`src/rtl/tlbpt_ram.sv`:
```
module tlbpt_ram #(
    parameter int unsigned WIDTH = 8,
    parameter int unsigned DEPTH = 256,
    localparam int unsigned AW   = (DEPTH > 1) ? $clog2(DEPTH) : 1
) (
    input  logic             clk,
    input  logic             we,
    input  logic [AW-1:0]    waddr,
    input  logic [WIDTH-1:0] wdata,
    input  logic             re,
    input  logic [AW-1:0]    raddr,
    output logic [WIDTH-1:0] rdata
);

    logic [WIDTH-1:0] mem [DEPTH];
    logic [WIDTH-1:0] rdata_reg;

    always_ff @(posedge clk)
    begin
        if (we)
        begin
            mem[waddr] <= wdata;
        end
        if (re)
        begin
            rdata_reg <= mem[raddr];
        end
    end

    assign rdata = rdata_reg;

endmodule

```
`config.mk`:
```
export PLATFORM = sky130hd
export DESIGN_NAME = tlbpt_ram
export DESIGN_NICKNAME = d
export VERILOG_FILES = /design/src/rtl/tlbpt_ram.sv
export SDC_FILE = /design/constraint.sdc
export NUM_CORES = 2
export LEC_CHECK = 0
export BUFFER_PORTS_ARGS = -buffer_cell sky130_fd_sc_hd__buf_4
export CORE_MARGIN = 5
export CORE_UTILIZATION = 40
export CTS_BUF_LIST = sky130_fd_sc_hd__clkbuf_2
export CTS_CLUSTER_DIAMETER = 50
export DETAILED_ROUTE_END_ITERATION = 12
export PLACE_DENSITY = 0.58
export SKIP_CTS_REPAIR_TIMING = 1
export SYNTH_ARGS = -nofsm -noshare
export SYNTH_HDL_FRONTEND = slang
export SYNTH_SLANG_ARGS = --single-unit
```
`constraint.sdc`:
```
create_clock -name clk -period 2.53 [get_ports clk]
set_input_delay 0.253 -clock clk [delete_from_list [all_inputs] [get_ports clk]]
set_output_delay 0.253 -clock clk [all_outputs]
set_load 0.1 [all_outputs]
```
==> results.toml <==
[power_and_ir_drop]
p_per_area_nw_per_um2 = 671
ir_worst_vdd_mv = 0.470
p_leak_nw = 31.7

[cts]
clock_sinks = 2056
cts_tree = "yes"
clockRootBuffer = "clkbuf_2"
cts.clk_slew.worst_paths_ns = 0.12
cts_buffers = 542
clk_latency_ns = 1.81
clockBufferDepth = 4
htreeDepth = 6

[setup_path]
setup.worst_path.class = "input port to flip-flop"
rrSetupSlack_ns = -0.22
r2r-end = "rdata[5]"
crit_fanout = 10
r2r_cells = 7
end_kind = "flip-flop"
worstPathArrival_ns = 4.27
startpoint_type = "input port"
rr_startpoint = "mem[64][5]"
critPathRequiredTime_ns = 3.87

[floorplanning]
pin_count = 35
rows = 163
dieArea_sq_um = 208000
die_h_um = 456
core_sq_um = 198000
die_w_um = 456
start_util_pct = 40.3

[yosys]
ys_seq_area_share_pct = 77.5
ys_types = 54
synth_area_leaders = "edfxtp_1 (78%), mux4_2 (13%), mux2i_1 (1.7%)"
synthCells = 3733
synth_top_cell_area_share_pct = 77.5
syn_nets = 3760
async_reset_ff_share_pct = 0
synth.largest_area_cell = "edfxtp_1"
synth_flop_cell = "edfxtp_1"
yosysWarnings = 0
syn_area_sq_um = 79600
synth_edf_count = 2056
synth.avg_cell_area_sq_um = 21.3
synth_common_cells = "edfxtp_1 (2056), mux4_2 (454), nor2_1 (282), mux2i_1 (134), a22oi_1 (133)"
synth_most_common_cell = "edfxtp_1"
synth-seq-cells = 2056

[min_path]
whs_endpoint = "mem[64][5]"
hp-class = "input port to flip-flop"
whs_path_depth = 5
hp-start = "waddr[6]"

[global_routing]
grt_first_pass_wirelength_um = 306000
grt_pass1_vias = 44300
grt_max_degree = 98
gr-usage-all-layers_pct = 20.1
gr-total-overflow = 0
antenna_found_initial = 11

[cells_and_area]
nNetsFinal = 4955
drive_gt1_share_pct = 40.4
final_area_sq_um = 94300
syn2layout_area_growth_pct = 18.5
largest_reg_flops = 2048

[placed_design]
dp_slack_ns = -1.06
dpl_cell_area_sq_um = 88900
io_buffers = 34
hpwl_um = 138000
routabilityCongestion = 0.836

[run]
maxCapViolCount = 0

[timing]
slew_viol_final = 0
skew_ns = 0.159
finalHoldViolations = 0
post-route-period-util_pct = 116
finalCriticalPeriod_ns = 2.94
grt_setup_unrepaired = "yes"
worst_pin_slew_ns = 1.17
setup_viol_count_final = 129
timing.slew.headroom_pct = 21.8
finalWorstSetupSlack_ns = -0.407
fmax_mhz = 340

[detailed_routing]
dr.pass1.iters = 6
vias = 43100
routed_wl_um = 214000
ant_nets = 0
routedWlPerCell_um = 27.1
drc_errors = 0
vias_per_cell = 5.46
drt_iter0_markers = 4695

[outcome]
violations = "negative setup slack"
status = "finished, violations left"
per-layer routing:
metal,vias to the layer above,track usage (%),wire [um]
li1,18400,-,-
met1,22500,28.2,88800
met2,1853,31.2,102000
met3,332,4.81,17300
met4,0,7.04,5940
met5,-,0,0
metrics by stage:
step	hold WS (ns)	TNS, ns	util (%)	power [mW]	instances
2_1_floorplan	0.352	0	-	40.3	3733
3_3_place_gp	0.596	-7.10	45.0	42.5	6962
3_5_place_dp	0.608	-7.11	45.0	42.6	6962
4_1_cts	-1.45	-6.51	47.2	63.9	7828
5_1_grt	-0.0237	-6.44	47.7	66.2	7897
6_report	0.140	-15.71	47.7	63.3	7899
cell families (layout without fill, tap and decap cells):
family,after synthesis,in the layout,share of synthesized area [%]
AO/OA/AOI/OAI,385,385,3.42
buffers and inverters,235,1752,1.83
flip-flops,2056,2056,77.5
multiplexers,591,591,14.6
other,0,9,0
AND/OR/NAND/NOR,466,466,2.63
report_power, final:
group | switching (mW) | internal (mW)
Clock | 13.0 | 8.34
Combinational | 2.58 | 1.83
Sequential | 0.0629 | 37.5
worst max-delay path, stage by stage:
cell and delay, ns:
dlygate4sd3_1 0.55, buf_4 0.15, dlygate4sd3_1 0.74, nor2b_1 0.17
buf_4 0.12, nand3_1 0.06, dlygate4sd3_1 0.60, nor2_1 0.11
dlygate4sd3_1 0.57, buf_4 0.10, dlygate4sd3_1 0.83
cell type report:
| cell class | instances | area, sq um |
|---|---|---|
| Fill cell | 16500 | 103000 |
| Sequential cell | 2056 | 61700 |
| Multi-Input combinational cell | 1442 | 16800 |
| Timing Repair Buffer | 884 | 8160 |
| Clock buffer | 746 | 3730 |
| Tap cell | 2640 | 3300 |
| Clock inverter | 120 | 601 |
| Antenna cell | 9 | 22.5 |
| Inverter | 2 | 7.51 |
cells in the final DEF (no fill, tap or decap), drive strengths merged, types with 8 or more instances in the layout:
cell type / Yosys / layout
a211oi: 16 / 16
a21oi: 96 / 96
a221oi: 14 / 14
a22o: 8 / 8
a22oi: 133 / 133
buf: 122 / 829
clkbuf: 111 / 746
clkinv: 1 / 101
diode: 0 / 9
dlygate4sd3: 0 / 55
edfxtp: 2056 / 2056
inv: 1 / 15
mux2i: 134 / 134
mux4: 456 / 456
nand2: 33 / 33
nand2b: 8 / 8
nand3: 34 / 34
nand4: 10 / 10
nor2: 282 / 282
nor2b: 31 / 31
nor3: 22 / 22
nor4: 27 / 27
o211ai: 10 / 10
o21ai: 12 / 12
o221ai: 47 / 47
o22ai: 28 / 28
how the worst max path moves through the flow:
stage	cells past startpoint	from	endpoint
after floorplan	9	raddr[0]	rdata[2]
after global placement	10	raddr[0]	rdata[7]
after detailed placement	10	raddr[0]	rdata[5]
after CTS	1	rdata[4]	rdata[4]
after global routing	1	rdata[4]	rdata[4]
final	11	waddr[3]	mem[151][7]
No activity file was read; power rests on OpenSTA's default activity.
