[config.mk]
export PLATFORM = sky130hd
export DESIGN_NAME = tlbpt_tlb
export DESIGN_NICKNAME = d
export VERILOG_FILES = /design/src/rtl/tlbpt_pkg.sv /design/src/rtl/tlbpt_tlb.sv
export SDC_FILE = /design/constraint.sdc
export NUM_CORES = 1
export LEC_CHECK = 0
export BUFFER_PORTS_ARGS = -buffer_cell sky130_fd_sc_hd__buf_2
export CORE_MARGIN = 8
export CORE_UTILIZATION = 60
export DETAILED_ROUTE_END_ITERATION = 10
export PLACE_DENSITY = 0.77
export SLEW_MARGIN = 15
export SYNTH_ARGS = -nofsm -noshare
export SYNTH_HDL_FRONTEND = slang
export SYNTH_SLANG_ARGS = --single-unit
export TNS_END_PERCENT = 100
[constraint.sdc]
create_clock -name clk -period 5.2 [get_ports clk]
set_input_delay 0.78 -clock clk [delete_from_list [all_inputs] [get_ports clk]]
set_output_delay 0.78 -clock clk [all_outputs]
set_load 0.02 [all_outputs]
[src/rtl/tlbpt_pkg.sv]
package tlbpt_pkg;

    localparam int unsigned ADDR_W  = 16;
    localparam int unsigned FRAME_W = 8;
    localparam int unsigned FREE_W  = 9;
    localparam int unsigned CNT_W   = 32;

    localparam int unsigned TLB_ENTRIES_DEF = 16;
    localparam int unsigned PT_ENTRIES_DEF  = 256;
    localparam int unsigned PAGE_BYTES_DEF  = 256;

    typedef enum logic [1:0] {
        ST_CLEAR,
        ST_IDLE,
        ST_LOOKUP
    } state_t;

    typedef struct packed {
        logic               valid;
        logic [FRAME_W-1:0] frame;
    } pte_t;

    typedef struct packed {
        logic               hit;
        logic [FRAME_W-1:0] frame;
    } tlb_res_t;

    typedef struct packed {
        logic               en;
        logic [FRAME_W-1:0] frame;
    } tlb_fill_t;

    function automatic logic [CNT_W-1:0] sat_inc(input logic [CNT_W-1:0] v);
        sat_inc = (&v) ? v : v + CNT_W'(1);
    endfunction

endpackage

[src/rtl/tlbpt_tlb.sv]
module tlbpt_tlb import tlbpt_pkg::*; #(
    parameter int unsigned TLB_ENTRIES = TLB_ENTRIES_DEF,
    parameter int unsigned PAGE_W      = 8
) (
    input  logic              clk,
    input  logic              rst_n,
    input  logic [PAGE_W-1:0] page,
    output tlb_res_t          res,
    input  tlb_fill_t         fill
);

    localparam int unsigned IDX_W = (TLB_ENTRIES > 1) ? $clog2(TLB_ENTRIES) : 1;
    localparam logic [IDX_W-1:0] LAST = IDX_W'(TLB_ENTRIES - 1);

    logic               valid_reg [TLB_ENTRIES];
    logic [PAGE_W-1:0]  page_reg  [TLB_ENTRIES];
    logic [FRAME_W-1:0] frame_reg [TLB_ENTRIES];
    logic [IDX_W-1:0]   ptr_reg;
    logic [IDX_W-1:0]   ptr_next;
    logic [IDX_W-1:0]   sel;
    logic               hit;

    // The lowest matching entry wins.
    always_comb
    begin
        hit = 1'b0;
        sel = '0;
        for (int i = TLB_ENTRIES - 1; i >= 0; i--)
        begin
            if (valid_reg[i] && page_reg[i] == page)
            begin
                hit = 1'b1;
                sel = IDX_W'(i);
            end
        end
    end

    assign res.hit   = hit;
    assign res.frame = frame_reg[sel];
    assign ptr_next  = (ptr_reg == LAST) ? '0 : ptr_reg + IDX_W'(1);

    always_ff @(posedge clk or negedge rst_n)
    begin
        if (!rst_n)
        begin
            ptr_reg <= '0;
            for (int i = 0; i < TLB_ENTRIES; i++)
            begin
                valid_reg[i] <= 1'b0;
            end
        end
        else if (fill.en)
        begin
            ptr_reg            <= ptr_next;
            valid_reg[ptr_reg] <= 1'b1;
        end
    end

    always_ff @(posedge clk)
    begin
        if (fill.en)
        begin
            page_reg[ptr_reg]  <= page;
            frame_reg[ptr_reg] <= fill.frame;
        end
    end

    a_fill_on_miss: assert property (@(posedge clk) disable iff (!rst_n)
        fill.en |-> !res.hit)
        else $error("TLB fill issued while the page hits");

endmodule

==> results.md, run 1 <==
- Netlist cell types: 40
- Synth area leader: edfxtp_1
- Number of diodes: 0
- Clock Tree Buf Depth: 3
- Largest net degree at the start of global routing: 33
- FF-to-FF setup slack: about 3.1 ns
- IO buf count: 27
- Sequential-to-total area share from yosys stat: 69.3%
- Die height: 156 µm
- Syn Inst Count: between 700 and 800
- Layout cells sized above 1: 18.5%
- Smallest hold slack: 0.264 ns
- Post-route design area: around 0.013 mm²
- Vias/cell: 5.64
- Synth top area cells: edfxtp_1, mux2i_1, xnor2_1
- Commonest non-fill, non-tap cells in the layout: edfxtp_1, mux2i_1, xnor2_1
- Initial DRC Count: 435
- Status: completed
- Worst R2R Start: ptr_reg[0]$_DFFE_PN0P_
- RSZ-0062 raised after global routing: no
- Core outline area: 0.0194 mm²
- Max-cap violations: 0
- Final period utilization: 91.6%
- First drt pass iteration count: 5
- Root Buffer: clkbuf_16
- CTS Buf Count: 27
- Leading register cell type out of synthesis: edfxtp_1
- FMAX: 0.210 GHz
- CP max FO: 24
- Startpoint Class: primary input
- Synth Area in Simple Gates: under 10%
- Total GRT Usage: roughly 19%
- Non-filler cells, final: roughly 1000
- XOR/XNOR Fraction of Synth Area: 9.76%
- Inst Count DP: between 900 and 1000
- Sw frac: a little under a quarter
- Final ANT Viol Nets: 0
- Maximum vdd drop: 0.308 mV
- Mean Syn Cell Area: 16.9 µm²
- Psw: around 1.3 mW
- Synthesis-stage register bit count: about 280
- Hold WC Path Type: in2async
- Post-synth top area share: 65.0%
- DP Wirelength: 14200 µm
- Worst slew pin tran: 1.07 ns
- Clock share of power: 36.7%
- Synth async-reset ratio: 7.25%
- Drt total wl: about 23000 µm
- Die width: around 160 µm
- Hold Violations, Final: 0
- Sequential power share: 51.2%
- Gpl congestion: 0.898
- CTS sink cnt: around 280
- Critical path class: in2out
- Setup violators final: 0
- Syn nets: 724
- Worst reg2reg endpoint: frame_reg[14][0]$_DFFE_PP_
- Post-layout util: 68.2%
- Yosys warning total: 0
- Total negative setup slack: 0 ns
- Placed Area: about 0.012 mm²
- Min Tclk post-route: 4.76 ns
- Final nets: 786
- First-pass GRT wire length: 35900 µm
- Fin Clk Skew: slightly below 0.01 ns
- Via count: 5907
- Relative slew margins: slightly below 30%
- Final Slew Violations: 0
- Pwr Density: ~410 mW/mm²
- Starting Density: 60.9%
- Worst-path clk slew: about 0.06 ns
- Post-synth EDFFs: 256
- Compound-Gate Fraction of Synth Area: ~1.3%
- Resized Gates After CTS: 0
- Largest family of logic cells by synthesized area: multiplexers
- # H-tree levels: 1
- Routed len/inst: 22.1 µm
- Commonest non-fill, non-tap cell in the layout: edfxtp_1
- CP endpoint kind: output pin
- Adder-Cell Fraction of Synth Area: less than 1%
- Remaining DRCs: 0
- # rows: 51
- LEAKAGE: 4.26 nW
- Grt ovf: 0
- FF-to-FF path depth: 5
- Worst Path Required: 4.42 ns
- Worst-skew pair later-pin latency: 0.52 ns
- Comb pwr share: 12.1%
- Area delta synth->final: 12.0%
- Setup bufs post-CTS: 0
- Ports: 28
- Initial antenna violation count: 0
- Total die area: 0.0244 mm²
- Critical path data arrival time: a little under 4 ns
- Mapped cell area: 0.0118 mm²
- Post-synthesis mux area share: 10.2%
- Vias in the first global route: around 6300
- TritonCTS clock tree: yes
- Cell Int Power: 4.18 mW
- Hold_buf cts: 0
routing by layer:
| layer | part of all wire, % | vias up | track usage [%] |
|---|---|---|---|
| li1 | - | 2724 | - |
| met1 | 44 | 3008 | 25.4 |
| met2 | 50 | 139 | 33.3 |
| met3 | 4.4 | 36 | 2.87 |
| met4 | 2.0 | 0 | 5.68 |
| met5 | 0 | - | 0 |
power groups by stage:
| stage | clock [mW] | combinational [mW] | sequential, mW |
|---|---|---|---|
| final | 2.02 | 0.666 | 2.81 |
| after global routing | 2.13 | 0.731 | 2.83 |
| after CTS | 2.04 | 0.675 | 2.81 |
| after detailed placement | 0 | 0.668 | 2.85 |
| after global placement | 0 | 0.642 | 2.84 |
| after floorplan | 0 | 0.467 | 2.81 |
worst max-delay path: stages:
cell	delay [ns]
buf_2	0.51
buf_4	0.30
xnor2_1	0.16
nand4_1	0.12
nor3_1	0.38
a21oi_1	0.07
nor2_1	0.17
nor3_2	0.09
a21oi_4	0.49
buf_4	0.30
mux2i_1	0.25
mux2i_1	0.14
buf_2	0.20
Yosys cell counts (all sizes together), types with 5 or more instances:
library cell,instances
xor2,31
edfxtp,256
nand4,18
dfrtp,20
or2,16
nand2,20
nor2,17
nor3,21
xnor2,99
nor4,5
buf,27
a21oi,5
nand3,14
mux2i,120
worst max-delay path by stage:
stage | cells past startpoint | slack [ns] | startpoint | endpoint
2_1_floorplan | 13 | 1.44 | page[3] | res[1]
3_3_place_gp | 13 | 0.57 | page[1] | res[2]
3_5_place_dp | 13 | 0.53 | page[1] | res[1]
4_1_cts | 13 | 0.39 | page[1] | res[7]
5_1_grt | 13 | 0.23 | page[1] | res[7]
6_report | 13 | 0.44 | page[1] | res[7]
layout make-up:
class                      instances  area [µm²]
fill                            1304        6160
timing repair buffer              64         513
tap                              265         332
multi-input combinational        390        3250
sequential                       276        8190
inverter                           4        15.0
clock inverter                    13         169
clock buffer                      36         769
through the flow:
stage | power [mW] | setup slack, ns
floorplan | 3.28 | 1.44
finish | 5.49 | 0.435
global route | 5.69 | 0.228
global placement | 3.48 | 0.570
CTS | 5.53 | 0.385
detailed placement | 3.52 | 0.527
kinds of logic after synthesis:
family / Yosys count
DFF: 276
xor gates and xnor gates: 130
muxes: 120
and+or+nand+nor: 120
buffers and inverters: 35
AOI/OAI and AO/OA: 16
adders and majority gates: 4
Power figures use the tool's default switching activity.
==> run 2, diff against run 1 <==
MAX_ROUTING_LAYER = met4   (was not set)
==> results.md, run 2 (same netlist as run 1, synthesis figures left out) <==
- Initial antenna violation count: 0
- Total die area: 0.0244 mm²
- Die width: 156 µm
- Hold WC Path Type: in2async
- IO buf count: 27
- Starting Density: about three fifths
- LEAKAGE: 4.26 nW
- CTS Buf Count: 27
- Relative slew margins: 29.8%
- # rows: 51
- Worst path cell trace: buf_2 -> buf_4 -> xnor2_1 -> nand4_1 -> nor3_1 -> a21oi_1 -> nor2_1 -> nor3_2 -> a21oi_4 -> buf_4 -> mux2i_1 -> mux2i_1 -> buf_2
- Fin Clk Skew: approximately 0.0094 ns
- DP Wirelength: 14200 µm
- Total GRT Usage: 20.0%
- Largest net degree at the start of global routing: 33
- Clock Tree Buf Depth: 3
- Resized Gates After CTS: 0
- Hold Violations, Final: 0
- Root Buffer: clkbuf_16
- Die height: 156 µm
- Final ANT Viol Nets: 0
- Worst-skew pair later-pin latency: 0.52 ns
- FMAX: 0.209 GHz
- Critical path buffer and inverter count: 4
- Status: completed
- Number of diodes: 0
- Area delta synth->final: 12.0%
- Vias in the first global route: 6273
- Setup violators final: 0
- Grt ovf: 0
- CTS sink cnt: 276
- Gpl congestion: 0.914
- CP endpoint kind: output pin
- Worst-path clk slew: 0.06 ns
- Via count: 5913
- Worst R2R Start: ptr_reg[0]$_DFFE_PN0P_
- Final Slew Violations: 0
- Slowest library cell on the worst path: buf_2
- Routed len/inst: 22.0 µm
- Post-place setup slack: 0.527 ns
- First-pass GRT wire length: around 36000 µm
- Final nets: 786
- Final WS setup: ~0.41 ns
- Drt total wl: ~23000 µm
- Core outline area: 0.0194 mm²
- Delay-heaviest family, CP: buffers and inverters
- Hold_buf cts: 0
- Largest stage delay on the critical path: 0.50 ns
- Critical path class: in2out
- Vias/cell: 5.64
- Worst Path Required: 4.42 ns
- Beginning of the critical path: page[1]
- Initial DRC Count: 451
- Pwr Density: 415 mW/mm²
- First drt pass iteration count: 5
- Total negative setup slack: 0 ns
- TritonCTS clock tree: yes
- Final period utilization: 92.1%
- Remaining DRCs: 0
- Max-cap violations: 0
- Commonest non-fill, non-tap cells in the layout: edfxtp_1, mux2i_1, xnor2_1
- Layout cells sized above 1: 18.5%
- RSZ-0062 raised after global routing: no
- Ports: 28
- Critical path data arrival time: 4.01 ns
- Maximum vdd drop: between 0.3 and 0.4 mV
- Setup bufs post-CTS: 0
- Worst slew pin tran: 1.05 ns
- Startpoint Class: primary input
- Commonest non-fill, non-tap cell in the layout: edfxtp_1
- # H-tree levels: 1
- Min Tclk post-route: 4.79 ns
- CP max FO: 24
[run 2: worst paths after layout]
check                      slack [ns]  cells after the start                          to
setup / recovery                 0.41                     13                      res[7]
hold / removal                   0.27                      1    valid_reg[5]$_DFFE_PN0P_
setup reg to reg                 3.13                      5  frame_reg[14][0]$_DFFE_PP_
hold reg to reg                  0.47                      1   valid_reg[10]$_DFFE_PN0P_
max in group asynchronous        4.53                      1      ptr_reg[2]$_DFFE_PN0P_
min in group clk                 0.47                      1   valid_reg[10]$_DFFE_PN0P_
[run 2: routing by layer]
layer / share of wire (%) / vias to the layer above / global-route usage (%)
met5: 0 / - / -
met4: 1.9 / 0 / 5.54
met3: 5.3 / 34 / 2.87
met2: 50 / 159 / 33.3
met1: 43 / 3002 / 25.5
li1: - / 2718 / -
[run 2: where the power goes]
| part | leakage (nW) | switching (mW) | internal, mW | total, mW |
|---|---|---|---|---|
| combinational | 1.26 | 0.407 | 0.258 | 0.666 |
| clock | 0.463 | 0.783 | 1.23 | 2.02 |
| sequential | 2.53 | 0.118 | 2.69 | 2.81 |
| total | 4.26 | 1.31 | 4.19 | 5.49 |
[run 2: cell type report]
| type | count | area (µm²) |
|---|---|---|
| Tap cell | 265 | 332 |
| Clock inverter | 13 | 169 |
| Sequential cell | 276 | 8190 |
| Clock buffer | 36 | 769 |
| Fill cell | 1304 | 6160 |
| Multi-Input combinational cell | 390 | 3250 |
| Timing Repair Buffer | 64 | 513 |
| Inverter | 4 | 15.0 |
[run 2: per-stage QoR]
stage / instance area, µm² / power [mW] / hold WS, ns / std cells / utilization (%)
final: 13200 / 5.49 / 0.265 / 1048 / 68.2
after detailed placement: 12300 / 3.52 / 0.455 / 999 / 63.4
after global placement: 12300 / 3.48 / 0.451 / 999 / 63.4
after CTS: 13200 / 5.53 / 0.266 / 1048 / 68.2
after floorplan: 11800 / 3.28 / 0.439 / 701 / -
after global routing: 13200 / 5.69 / 0.280 / 1048 / 68.2
